===== config.mk =====
export PLATFORM = sky130hd
export DESIGN_NAME = two_gate_speed_timer
export DESIGN_NICKNAME = d
export VERILOG_FILES = /design/src/hw/rtl/tgst_pkg.sv /design/src/hw/rtl/tgst_div.sv /design/src/hw/rtl/two_gate_speed_timer.sv
export SDC_FILE = /design/constraint.sdc
export NUM_CORES = 2
export LEC_CHECK = 0
export BUFFER_PORTS_ARGS = -buffer_cell sky130_fd_sc_hd__buf_2
export CORE_MARGIN = 5
export CORE_UTILIZATION = 55
export CTS_CLUSTER_DIAMETER = 60
export DETAILED_ROUTE_END_ITERATION = 12
export GPL_TIMING_DRIVEN = 0
export PLACE_DENSITY = 0.87
export SYNTH_ARGS = -nofsm -noshare
export SYNTH_HDL_FRONTEND = slang
export SYNTH_SLANG_ARGS = --single-unit

===== constraint.sdc =====
create_clock -name clk_i -period 6.1 [get_ports clk_i]
set_input_delay 0.915 -clock clk_i [delete_from_list [all_inputs] [get_ports clk_i]]
set_output_delay 0.915 -clock clk_i [all_outputs]
set_load 0.05 [all_outputs]

===== src/hw/rtl/tgst_pkg.sv =====
// types, codes and constants shared by the two-gate speed timer
// no dependencies; imported by tgst_div and two_gate_speed_timer

package tgst_pkg;

  localparam int unsigned DividendW = 32;
  localparam int unsigned DivisorW  = 28;
  localparam int unsigned TicksW    = 24;
  localparam int unsigned PeriodW   = 17;
  localparam int unsigned CfgIdxW   = 3;
  localparam int unsigned CfgDataW  = 32;

  localparam logic [CfgIdxW-1:0] REG_PERIOD_TICKS    = 3'd0;
  localparam logic [CfgIdxW-1:0] REG_TICK_LENGTH_US  = 3'd1;
  localparam logic [CfgIdxW-1:0] REG_TIMEOUT_PERIODS = 3'd2;
  localparam logic [CfgIdxW-1:0] REG_SPEED_NUMERATOR = 3'd3;
  localparam logic [CfgIdxW-1:0] REG_FALSE_START     = 3'd4;

  localparam logic [15:0] RST_PERIOD_TICKS    = 16'd10000;
  localparam logic [9:0]  RST_TICK_LENGTH_US  = 10'd100;
  localparam logic [7:0]  RST_TIMEOUT_PERIODS = 8'd3;
  localparam logic [31:0] RST_SPEED_NUMERATOR = 32'd100000000;
  localparam logic [15:0] RST_FALSE_START     = 16'hFFFF;

  typedef enum logic [1:0] {
    OP_TICK  = 2'd0,
    OP_START = 2'd1,
    OP_STOP  = 2'd2,
    OP_ARM   = 2'd3
  } opcode_e;

  typedef enum logic [1:0] {
    EV_NONE    = 2'd0,
    EV_DONE    = 2'd1,
    EV_TIMEOUT = 2'd2,
    EV_SIMUL   = 2'd3
  } event_e;

  typedef struct packed {
    opcode_e opcode;
    logic    arm_value;
  } in_item_t;

  typedef struct packed {
    logic [15:0] speed;
    logic [31:0] time_us;
    logic [15:0] measure_count;
    logic        armed;
    logic        running;
    logic        led;
    event_e      event_res;
  } out_item_t;

  typedef struct packed {
    logic                 start;
    logic [DividendW-1:0] dividend;
    logic [DivisorW-1:0]  divisor;
  } div_req_t;

  typedef struct packed {
    logic busy;
    logic done;
  } div_stat_t;

endpackage


===== src/hw/rtl/tgst_div.sv =====
// restoring divider, one quotient bit per cycle
// depends on tgst_pkg for widths and the request and status structs

module tgst_div import tgst_pkg::*; (
  input  logic                 clk_i,
  input  logic                 rst_ni,
  input  div_req_t             req_i,
  output div_stat_t            stat_o,
  output logic [DividendW-1:0] quotient_o
);

  localparam int unsigned CntW = $clog2(DividendW);

  logic [DivisorW-1:0]  rem_q, rem_d;
  logic [DividendW-1:0] quo_q, quo_d;
  logic [DivisorW-1:0]  dvs_q, dvs_d;
  logic [CntW-1:0]      cnt_q, cnt_d;
  logic                 busy_q, busy_d;
  logic                 done_q, done_d;

  logic [DivisorW:0] trial;
  logic              ge;
  logic [DivisorW:0] diff;

  always_comb begin
    trial  = {rem_q, quo_q[DividendW-1]};
    ge     = trial >= {1'b0, dvs_q};
    diff   = trial - {1'b0, dvs_q};
    rem_d  = rem_q;
    quo_d  = quo_q;
    dvs_d  = dvs_q;
    cnt_d  = cnt_q;
    busy_d = busy_q;
    done_d = 1'b0;
    if (req_i.start) begin
      rem_d  = '0;
      quo_d  = req_i.dividend;
      dvs_d  = req_i.divisor;
      cnt_d  = '0;
      busy_d = 1'b1;
    end else if (busy_q) begin
      rem_d = ge ? diff[DivisorW-1:0] : trial[DivisorW-1:0];
      quo_d = {quo_q[DividendW-2:0], ge};
      cnt_d = cnt_q + 1'b1;
      if (cnt_q == CntW'(DividendW - 1)) begin
        busy_d = 1'b0;
        done_d = 1'b1;
      end
    end
  end

  always_ff @(posedge clk_i or negedge rst_ni) begin
    if (!rst_ni) begin
      busy_q <= 1'b0;
      done_q <= 1'b0;
      cnt_q  <= '0;
    end else begin
      busy_q <= busy_d;
      done_q <= done_d;
      cnt_q  <= cnt_d;
    end
  end

  always_ff @(posedge clk_i) begin
    rem_q <= rem_d;
    quo_q <= quo_d;
    dvs_q <= dvs_d;
  end

  assign stat_o.busy = busy_q;
  assign stat_o.done = done_q;
  assign quotient_o  = quo_q;

endmodule


===== src/hw/rtl/two_gate_speed_timer.sv =====
// two-gate speed timer: gate and tick sequencer with config registers
// depends on tgst_pkg and tgst_div

// The result of a tick, start-gate or arm item is registered on the edge that accepts it.
// A stop-gate item that ends a run is worked in steps: the elapsed tick count is formed, then
// the division and the transit time are set up, then the restoring divider runs (one quotient
// bit per cycle), and then the speed is saturated.
// A stop that ends a run with no elapsed ticks forms the tick count and then registers the
// simultaneous-gates code. An ignored stop's result is registered on the accepting edge.
// Speed is computed as numerator / (10 * ticks), which equals the two truncating divisions.
// The input is not ready while a stop is being worked or while the result register holds an
// item that is not taken in the same cycle.

module two_gate_speed_timer import tgst_pkg::*; (
  input  logic                clk_i,
  input  logic                rst_ni,
  input  logic                cfg_we_i,
  input  logic [CfgIdxW-1:0]  cfg_idx_i,
  input  logic [CfgDataW-1:0] cfg_wdata_i,
  input  logic                in_valid_i,
  output logic                in_ready_o,
  input  in_item_t            in_item_i,
  output logic                out_valid_o,
  input  logic                out_ready_i,
  output out_item_t           out_item_o
);

  typedef enum logic [2:0] {
    ST_IDLE = 3'b001,
    ST_PREP = 3'b010,
    ST_DIV  = 3'b100
  } state_e;

  logic [15:0] period_q;
  logic [9:0]  tick_len_q;
  logic [7:0]  timeout_q;
  logic [31:0] numer_q;
  logic [15:0] fsc_q;

  state_e      state_q, state_d;
  logic        armed_q, armed_d;
  logic        running_q, running_d;
  logic        lamp_q, lamp_d;
  logic [15:0] sub_q, sub_d;
  logic [7:0]  wrap_q, wrap_d;
  logic [15:0] speed_q, speed_d;
  logic [31:0] time_q, time_d;
  logic [15:0] good_q, good_d;
  logic [TicksW-1:0] ticks_q, ticks_d;
  logic        out_valid_q, out_valid_d;
  out_item_t   out_item_q, out_item_d;

  logic [PeriodW-1:0]  eff_period;
  logic [PeriodW-1:0]  sub_inc;
  logic [TicksW-1:0]   ticks_full;
  logic [33:0]         time_prod;
  logic [DivisorW-1:0] div_divisor;
  logic                in_fire;
  logic                push;
  event_e              ev;
  div_req_t            div_req;
  div_stat_t           div_stat;
  logic [DividendW-1:0] div_quo;

  tgst_div u_div (
    .clk_i      (clk_i),
    .rst_ni     (rst_ni),
    .req_i      (div_req),
    .stat_o     (div_stat),
    .quotient_o (div_quo)
  );

  always_ff @(posedge clk_i or negedge rst_ni) begin
    if (!rst_ni) begin
      period_q   <= RST_PERIOD_TICKS;
      tick_len_q <= RST_TICK_LENGTH_US;
      timeout_q  <= RST_TIMEOUT_PERIODS;
      numer_q    <= RST_SPEED_NUMERATOR;
      fsc_q      <= RST_FALSE_START;
    end else if (cfg_we_i) begin
      case (cfg_idx_i)
        REG_PERIOD_TICKS:    period_q   <= cfg_wdata_i[15:0];
        REG_TICK_LENGTH_US:  tick_len_q <= cfg_wdata_i[9:0];
        REG_TIMEOUT_PERIODS: timeout_q  <= cfg_wdata_i[7:0];
        REG_SPEED_NUMERATOR: numer_q    <= cfg_wdata_i;
        REG_FALSE_START:     fsc_q      <= cfg_wdata_i[15:0];
        default: ;
      endcase
    end
  end

  assign eff_period  = {(period_q == 16'd0), period_q};
  assign sub_inc     = {1'b0, sub_q} + 1'b1;
  assign ticks_full  = wrap_q * eff_period + {8'd0, sub_q};
  assign time_prod   = ticks_q * tick_len_q;
  assign div_divisor = DivisorW'({ticks_q, 3'b000}) + DivisorW'({ticks_q, 1'b0});

  assign in_ready_o = (state_q == ST_IDLE) && (!out_valid_q || out_ready_i);
  assign in_fire    = in_valid_i && in_ready_o;

  always_comb begin
    state_d     = state_q;
    armed_d     = armed_q;
    running_d   = running_q;
    lamp_d      = lamp_q;
    sub_d       = sub_q;
    wrap_d      = wrap_q;
    speed_d     = speed_q;
    time_d      = time_q;
    good_d      = good_q;
    ticks_d     = ticks_q;
    out_valid_d = out_valid_q && !out_ready_i;
    out_item_d  = out_item_q;
    push        = 1'b0;
    ev          = EV_NONE;
    div_req.start    = 1'b0;
    div_req.dividend = numer_q;
    div_req.divisor  = div_divisor;

    case (state_q)
      ST_IDLE: begin
        if (in_fire) begin
          case (in_item_i.opcode)
            OP_TICK: begin
              push = 1'b1;
              if (running_q) begin
                if (sub_inc >= eff_period) begin
                  sub_d  = '0;
                  wrap_d = wrap_q + 1'b1;
                  if (wrap_d >= timeout_q) begin
                    armed_d   = 1'b0;
                    running_d = 1'b0;
                    lamp_d    = 1'b0;
                    speed_d   = fsc_q;
                    ev        = EV_TIMEOUT;
                  end else begin
                    lamp_d = !lamp_q;
                  end
                end else begin
                  sub_d = sub_inc[15:0];
                end
              end
            end
            OP_START: begin
              push = 1'b1;
              if (armed_q && !running_q) begin
                sub_d     = '0;
                wrap_d    = '0;
                running_d = 1'b1;
                lamp_d    = 1'b1;
              end
            end
            OP_STOP: begin
              if (armed_q && running_q) begin
                armed_d   = 1'b0;
                running_d = 1'b0;
                lamp_d    = 1'b0;
                ticks_d   = ticks_full;
                state_d   = ST_PREP;
              end else begin
                push = 1'b1;
              end
            end
            default: begin
              push    = 1'b1;
              armed_d = in_item_i.arm_value;
            end
          endcase
        end
      end
      ST_PREP: begin
        if (ticks_q == '0) begin
          speed_d = fsc_q - 1'b1;
          ev      = EV_SIMUL;
          push    = 1'b1;
          state_d = ST_IDLE;
        end else begin
          div_req.start = 1'b1;
          time_d  = (time_prod[33:32] != 2'd0) ? 32'hFFFF_FFFF : time_prod[31:0];
          good_d  = good_q + 1'b1;
          state_d = ST_DIV;
        end
      end
      ST_DIV: begin
        if (div_stat.done) begin
          speed_d = (div_quo[31:16] != 16'd0) ? 16'hFFFF : div_quo[15:0];
          ev      = EV_DONE;
          push    = 1'b1;
          state_d = ST_IDLE;
        end
      end
      default: state_d = ST_IDLE;
    endcase

    if (push) begin
      out_valid_d              = 1'b1;
      out_item_d.speed         = speed_d;
      out_item_d.time_us       = time_d;
      out_item_d.measure_count = good_d;
      out_item_d.armed         = armed_d;
      out_item_d.running       = running_d;
      out_item_d.led           = lamp_d;
      out_item_d.event_res     = ev;
    end
  end

  always_ff @(posedge clk_i or negedge rst_ni) begin
    if (!rst_ni) begin
      state_q     <= ST_IDLE;
      armed_q     <= 1'b0;
      running_q   <= 1'b0;
      lamp_q      <= 1'b0;
      sub_q       <= '0;
      wrap_q      <= '0;
      speed_q     <= '0;
      time_q      <= '0;
      good_q      <= '0;
      out_valid_q <= 1'b0;
    end else begin
      state_q     <= state_d;
      armed_q     <= armed_d;
      running_q   <= running_d;
      lamp_q      <= lamp_d;
      sub_q       <= sub_d;
      wrap_q      <= wrap_d;
      speed_q     <= speed_d;
      time_q      <= time_d;
      good_q      <= good_d;
      out_valid_q <= out_valid_d;
    end
  end

  always_ff @(posedge clk_i) begin
    ticks_q    <= ticks_d;
    out_item_q <= out_item_d;
  end

  assign out_valid_o = out_valid_q;
  assign out_item_o  = out_item_q;

`ifndef ASSERT_OFF
  // the divider is running or just finished whenever the sequencer waits on it
  a_div_busy: assert property (@(posedge clk_i) disable iff (!rst_ni)
    state_q == ST_DIV |-> div_stat.busy || div_stat.done)
    else $error("sequencer waits on an idle divider");

  a_div_done: assert property (@(posedge clk_i) disable iff (!rst_ni)
    div_stat.done |-> state_q == ST_DIV)
    else $error("divider finished outside the division step");

  // a stop in progress has already ended the run
  a_run_ended: assert property (@(posedge clk_i) disable iff (!rst_ni)
    state_q != ST_IDLE |-> !armed_q && !running_q && !lamp_q)
    else $error("run flags set while a stop is being worked");

  a_prep_next: assert property (@(posedge clk_i) disable iff (!rst_ni)
    state_q == ST_PREP |=> (state_q == ST_IDLE && out_valid_q) || state_q == ST_DIV)
    else $error("bad step after stop setup");
`endif

endmodule

# Yosys cells after proc, flatten, opt, wreduce, memory -nomap -nowiden
# Index checks and enable logic that the tools add are counted.
[totals]
register_bits = 365
latchBits = 0
ram_bits = 0
romBits = 0
input_bits = 43
elab_cells = 165
n_memories = 0
[classes]
add_sub_neg = 8
n_mul = 2
div_mod_pow = 0
n_lt_le_gt_ge = 3
n_eq_ne = 17
shift = 0
n_mux = 79
bitwise_logic = 0
reduce_logical = 27
[ops]
columns = ["operator", "n"]
rows = [
  ["two-way mux 16 bit", 13],
  ["two-way mux 32 bit", 5],
  ["one-hot mux 16 bit (3 select lines)", 1],
  ["two-way mux 1 bit", 35],
  ["multiplier 24 x 10 -> 34 bit", 1],
  ["one-hot mux 16 bit (2 select lines)", 1],
  ["greater-or-equal comparator 29 x 28 -> 1 bit", 1],
  ["adder 27 x 25 -> 28 bit", 1],
  ["two-way mux 28 bit", 1],
  ["subtractor 28 bit", 1],
  ["adder 24 x 16 -> 24 bit", 1],
  ["logical NOT 24 bit", 1],
  ["multiplier 8 x 17 -> 24 bit", 1],
  ["two-way mux 8 bit", 3],
  ["adder 16 x 1 -> 17 bit, second input constant", 1],
  ["greater-or-equal comparator 17 bit", 1],
  ["adder 16 x 1 -> 16 bit, second input constant", 1],
  ["logical NOT 16 bit", 1],
  ["one-hot mux 8 bit (2 select lines)", 1],
  ["nonzero test 16 bit", 1],
  ["subtractor 16 x 1 -> 16 bit, second input constant", 1],
  ["two-way mux 3 bit", 5],
  ["two-way mux 2 bit", 6],
  ["one-hot mux 1 bit (3 select lines)", 4],
  ["other kinds (24)", 48],
]

# Longest topological paths before layout
[logic_depth]
depth_word = 8
depth_mapped = 24
depth_no_buf = 21

# Hierarchy
# Synthesis repeated with hierarchy kept, for this count alone.
[hier_totals]
hier_cells = 2957
hier_area_um2 = 30060.1
[modules_own_cells]
columns = ["module", "n_inst", "cells_each", "area_each_um2"]
rows = [
  ["two_gate_speed_timer", 1, 2434, 24527.3],
  ["tgst_div", 1, 523, 5532.8],
]

# Least setup slack after synthesis
# OpenSTA, ideal clock, no wires.
[synth_timing]
path_kind = "reg2reg"
start = "register tick_len_q[2]"
end = "register out_item_q, in the netlist out_item_o[22], data pin"
setup_time_ps = 262
arrival_ps = 5780
required_ps = 5838
slack_ps = 58
stages_incl_launch_ff = 24
n_path_buf = 2
path_cell_list = "dfstp_2 > clkbuf_1 > nand2_1 > fa_1 > inv_1 > fa_1 > inv_1 > fa_1 > inv_1 > fa_1 > inv_1 > fa_1 > inv_1 > ha_1 > o21ai_0 > a21boi_2 > a21oi_1 > o31ai_2 > a21oi_1 > o31ai_1 > xnor2_1 > nand3_2 > buf_4 > o22a_1"
[synth_via]
elab_chain_cells = 5
[synth_lines]
columns = ["item", "line", "source"]
rows = [
  ["start, declared", "two_gate_speed_timer.sv:35", "logic [9:0] tick_len_q;"],
  ["start signal, assigned", "two_gate_speed_timer.sv:83", "REG_TICK_LENGTH_US: tick_len_q <= cfg_wdata_i[9:0];"],
  ["multiplier 24 x 10 -> 34 bit", "two_gate_speed_timer.sv:95", "assign time_prod = ticks_q * tick_len_q;"],
  ["nonzero test 2 bit", "two_gate_speed_timer.sv:179", "time_d = (time_prod[33:32] != 2'd0) ? 32'hFFFF_FFFF : time_prod[31:0];"],
  ["two-way mux 32 bit", "two_gate_speed_timer.sv:179", ""],
  ["two-way mux 32 bit", "two_gate_speed_timer.sv:172", "if (ticks_q == '0) begin"],
  ["two-way mux 32 bit", "two_gate_speed_timer.sv:120", "case (state_q)"],
  ["via time_d[1]", "two_gate_speed_timer.sv:47", "logic [31:0] time_q, time_d;"],
  ["end signal, assigned", "two_gate_speed_timer.sv:235", "out_item_q <= out_item_d;"],
  ["end, declared", "two_gate_speed_timer.sv:51", "out_item_t out_item_q, out_item_d;"],
]
# The timed path passes the listed nets, and every way through them passes these cells.
# A chain may end at the register's enable or synchronous reset.

# Worst setup path after layout
[layout_timing]
start = "register tick_len_q[2]"
end = "register out_item_q, in the netlist out_item_o[36], data pin"
[layout_via]
elab_chain_cells = 5
[layout_lines]
columns = ["item", "line"]
rows = [
  ["multiplier 24 x 10 -> 34 bit (*)", "two_gate_speed_timer.sv:95"],
  ["nonzero test 2 bit", "two_gate_speed_timer.sv:179"],
  ["two-way mux 32 bit (*)", "two_gate_speed_timer.sv:179"],
  ["two-way mux 32 bit (*)", "two_gate_speed_timer.sv:172"],
  ["two-way mux 32 bit (*)", "two_gate_speed_timer.sv:120"],
  ["via time_d[15]", "two_gate_speed_timer.sv:47"],
]
# Mark *: on every way through the listed nets, which the timed path passes. The rest lies on a longest branch.

==> metrics.md <==
| Metric | Value |
|---|---|
| Worst endpoint required time | 6.41 ns |
| Netlist Area Pre-Place | 29200 µm² |
| Grt ovf | 0 |
| Finished Layout Cells | 3874 |
| GP Congestion | 0.929 |
| CTS Root Buffer Type | clkbuf_16 |
| Rel. slew slack | 15.1% |
| Design area | 33200 µm² |
| Worst hold slack | 0.300 ns |
| Crit path capture type | register |
| Place WS | -1.22 ns |
| CP delay by family, top | adder cells |
| Total CTS buffers | 40 |
| Violated checks | setup timing |
| DR iter-0 viols | 2206 |
| Worst hold path type | in -> async |
| Crit path time final | 6.31 ns |
| Post-Synthesis Cells | 2943 |
| First-pass GRT wire length | 119000 µm |
| Commonest non-fill, non-tap cell in the layout | nand2_1 |
| Status | finished, violations left |
| Total power | 11.0 mW |
| Clock sink total | 364 |
| Largest net degree at the start of global routing | between 100 and 150 |
| CTS tree | yes |
| DIE WIDTH | 241 µm |
| Most common flop cell mapped by yosys | edfxtp_1 |
| Slowest CP cell | dfstp_4 |
| Core area | approximately 53000 µm² |
| Filler cell count in the final layout | 3654 |
| Async SR Flop Fraction | 50.5% |
| Fmax | 0.158 GHz |
| Period Utilization, post-route | 103% |
| Max_cap viols | 0 |
| Boundary pin count | 114 |
| Die height | 241 µm |
| Placed insts | 3747 |
| Area post-placement | roughly 30000 µm² |
| Clock slew at reported path FFs | 0.06 ns |
| Wirelength per Cell | 20.0 µm |
| Vias post-DR | 23300 |
| Antenna-violating nets left | 0 |
| Crit path buffers/inverters | 7 |
| Vias per inst | between 6 and 7 |
| Kind of critical path | reg -> reg |
| Skew-Pair Late Insertion Delay | 0.59 ns |
| Commonest cells after routing, fill and taps aside | 427 x nand2_1, 359 x inv_1, 279 x fa_1, 182 x and2_1, 178 x ha_1 |
| Drt first pass iters | 6 |
| N_diodes | 0 |
| Startpoint types | register |
| Yosys warnings | 0 |
| CP max stage delay | between 0.6 and 0.7 ns |
| PwrDens | 331 nW/µm² |
| Min setup slack post-route | -0.212 ns |
| Area delta synth->final | 13.6% |
| Clk_skew | 0.0220 ns |
| Fraction of layout cells with a size suffix above 1 | 15.2% |
| # DRC | 0 |
| # setup viols final | 63 |
| EDFF count, synth | 152 |
| Nets | 3671 |
| Vias in the first global route | approximately 23000 |
| Buffer levels on the longest clock path | 3 |
| Gr usage total | 25.4% |
| # hold bufs at CTS | 0 |
| P_leak | 15.7 nW |
| CP Cell Sequence | buf_8 -> buf_4 -> nand2_1 -> fa_1 -> inv_1 -> fa_1 -> fa_1 -> fa_1 -> inv_1 -> fa_1 -> inv_1 -> ha_1 -> a21o_1 -> a31oi_2 -> o31ai_4 -> a21oi_4 -> o31ai_2 -> xnor2_1 -> nand3_2 -> buf_12 -> buf_8 -> o22a_1 |
| TNS Setup | -6.75 ns |
| Final hold violation count | 0 |
| Row count | 84 |
| Netlist cell types | 80 |
| Sequential area share after synthesis | 33.4% |
| Initial antenna violation count | 0 |
| Port Buffers | ~110 |
| Yosys reg bits | between 300 and 400 |
| Post-Syn Nets | about 3500 |
| Htree depth | 2 |
| Routed wire length | 77600 µm |
| Final core utilization | between 60% and 70% |
| Crit path top cell by count | fa_1 |
| Unrepaired setup endpoints after global routing | true |
| Initial Util | 55.5% |
| Post-DP HPWL | about 54000 µm |
| Full die area | 57900 µm² |
| Avg Inst Size Synth | between 9 and 10 µm² |
| Final Max Tran Viols | 0 |
| VDD IR max | 375 µV |
| Slew @ Worst Pin | ~1.3 ns |
| Largest fanout on the critical path | 8 |
| Arrival @ worst endpoint | 6.62 ns |
worst reg2reg max path, stage by stage, from the launching register on:
cell	delay, ns
dfstp_4	0.68
buf_8	0.13
buf_4	0.15
nand2_1	0.09
fa_1	0.52
inv_1	0.06
fa_1	0.53
fa_1	0.47
fa_1	0.56
inv_1	0.06
fa_1	0.55
inv_1	0.06
ha_1	0.38
a21o_1	0.24
a31oi_2	0.25
o31ai_4	0.14
a21oi_4	0.22
o31ai_2	0.09
xnor2_1	0.20
nand3_2	0.12
buf_12	0.19
buf_8	0.14
o22a_1	0.20
cell families (layout without fill, tap and decap cells):
logic type | count (synthesis) | in the layout | synth area share, %
adder cells (fa/ha/maj) | 474 | 474 | 27.5
AO/OA/AOI/OAI | 469 | 469 | 10.5
XOR/XNOR | 129 | 129 | 3.86
flip-flops | 364 | 364 | 33.4
buffers and inverters | 501 | 744 | 6.55
AND/OR/NAND/NOR | 925 | 925 | 15.1
multiplexers | 81 | 81 | 3.04
timing repair:
action	CTS	global route
resized for setup	116	71
pin swaps	54	60
cloned	3	1
buffers inserted	28	33
endpoints found under the setup margin	67	69
cell type report:
cell class / instances / area (µm²) / share of cell area, %
multi-input cells: 2078 / 18000 / 54.1
flip-flops and latches: 364 / 9790 / 29.5
inverters: 365 / 1370 / 4.12
repair buffers: 180 / 1210 / 3.63
clock buffers: 52 / 1140 / 3.43
well taps: 688 / 861 / 2.59
plain buffers: 125 / 658 / 1.98
clock inverters: 22 / 226 / 0.682
sequential cells by signal (all words and copies together) (netlist names), 24 cells and up:
register and cells:
u_div.quotient_o 32, time_q 32, u_div.dvs_q 27, u_div.rem_q 28, out_item_o 69, ticks_q 24, numer_q 32
cells in the mapped netlist, types with 28 or more instances:
cell type | n | area share [%]
dfrtp_1 | 145 | 12
mux2_2 | 59 | 2.3
a21oi_1 | 113 | 1.9
and2_1 | 182 | 3.9
nor2_1 | 99 | 1.3
o21ai_0 | 134 | 2.3
ha_1 | 193 | 8.3
inv_1 | 364 | 4.7
xor2_1 | 28 | 0.84
nor3_1 | 28 | 0.48
o22a_1 | 32 | 0.96
dfxtp_1 | 28 | 1.9
edfxtp_1 | 152 | 16
a21o_1 | 41 | 1.1
nand3_1 | 54 | 0.92
dfstp_2 | 39 | 3.5
fa_1 | 281 | 19
xnor2_1 | 101 | 3.0
clkbuf_1 | 125 | 1.6
nand2_1 | 431 | 5.5
worst paths after layout:
path                          startpoint             end  slack (ns)  cells after the start
setup / recovery           tick_len_q[2]  out_item_o[36]       -0.21                     22
hold / removal                    rst_ni      time_q[27]        0.30                      1
setup reg to reg           tick_len_q[2]  out_item_o[36]       -0.21                     22
hold reg to reg                sub_q[12]       sub_q[12]        0.49                      1
max in group asynchronous         rst_ni   tick_len_q[7]        4.76                      2
min in group clk_i             sub_q[12]       sub_q[12]        0.49                      1
report_power, final:
part | leakage, nW | internal [mW] | switching [mW]
Clock | 0.659 | 1.43 | 1.07
Combinational | 11.1 | 2.30 | 3.14
Sequential | 3.94 | 2.84 | 0.220
per-layer routing:
layer  vias to the layer above  track usage, %  wire length, µm
met4                         0            13.5             4830
met3                       347            5.51             6640
met5                         -               0                0
met2                      1216            42.0            38000
li1                      10200               -                -
met1                     11600            31.5            28100
Power figures use the tool's default switching activity.
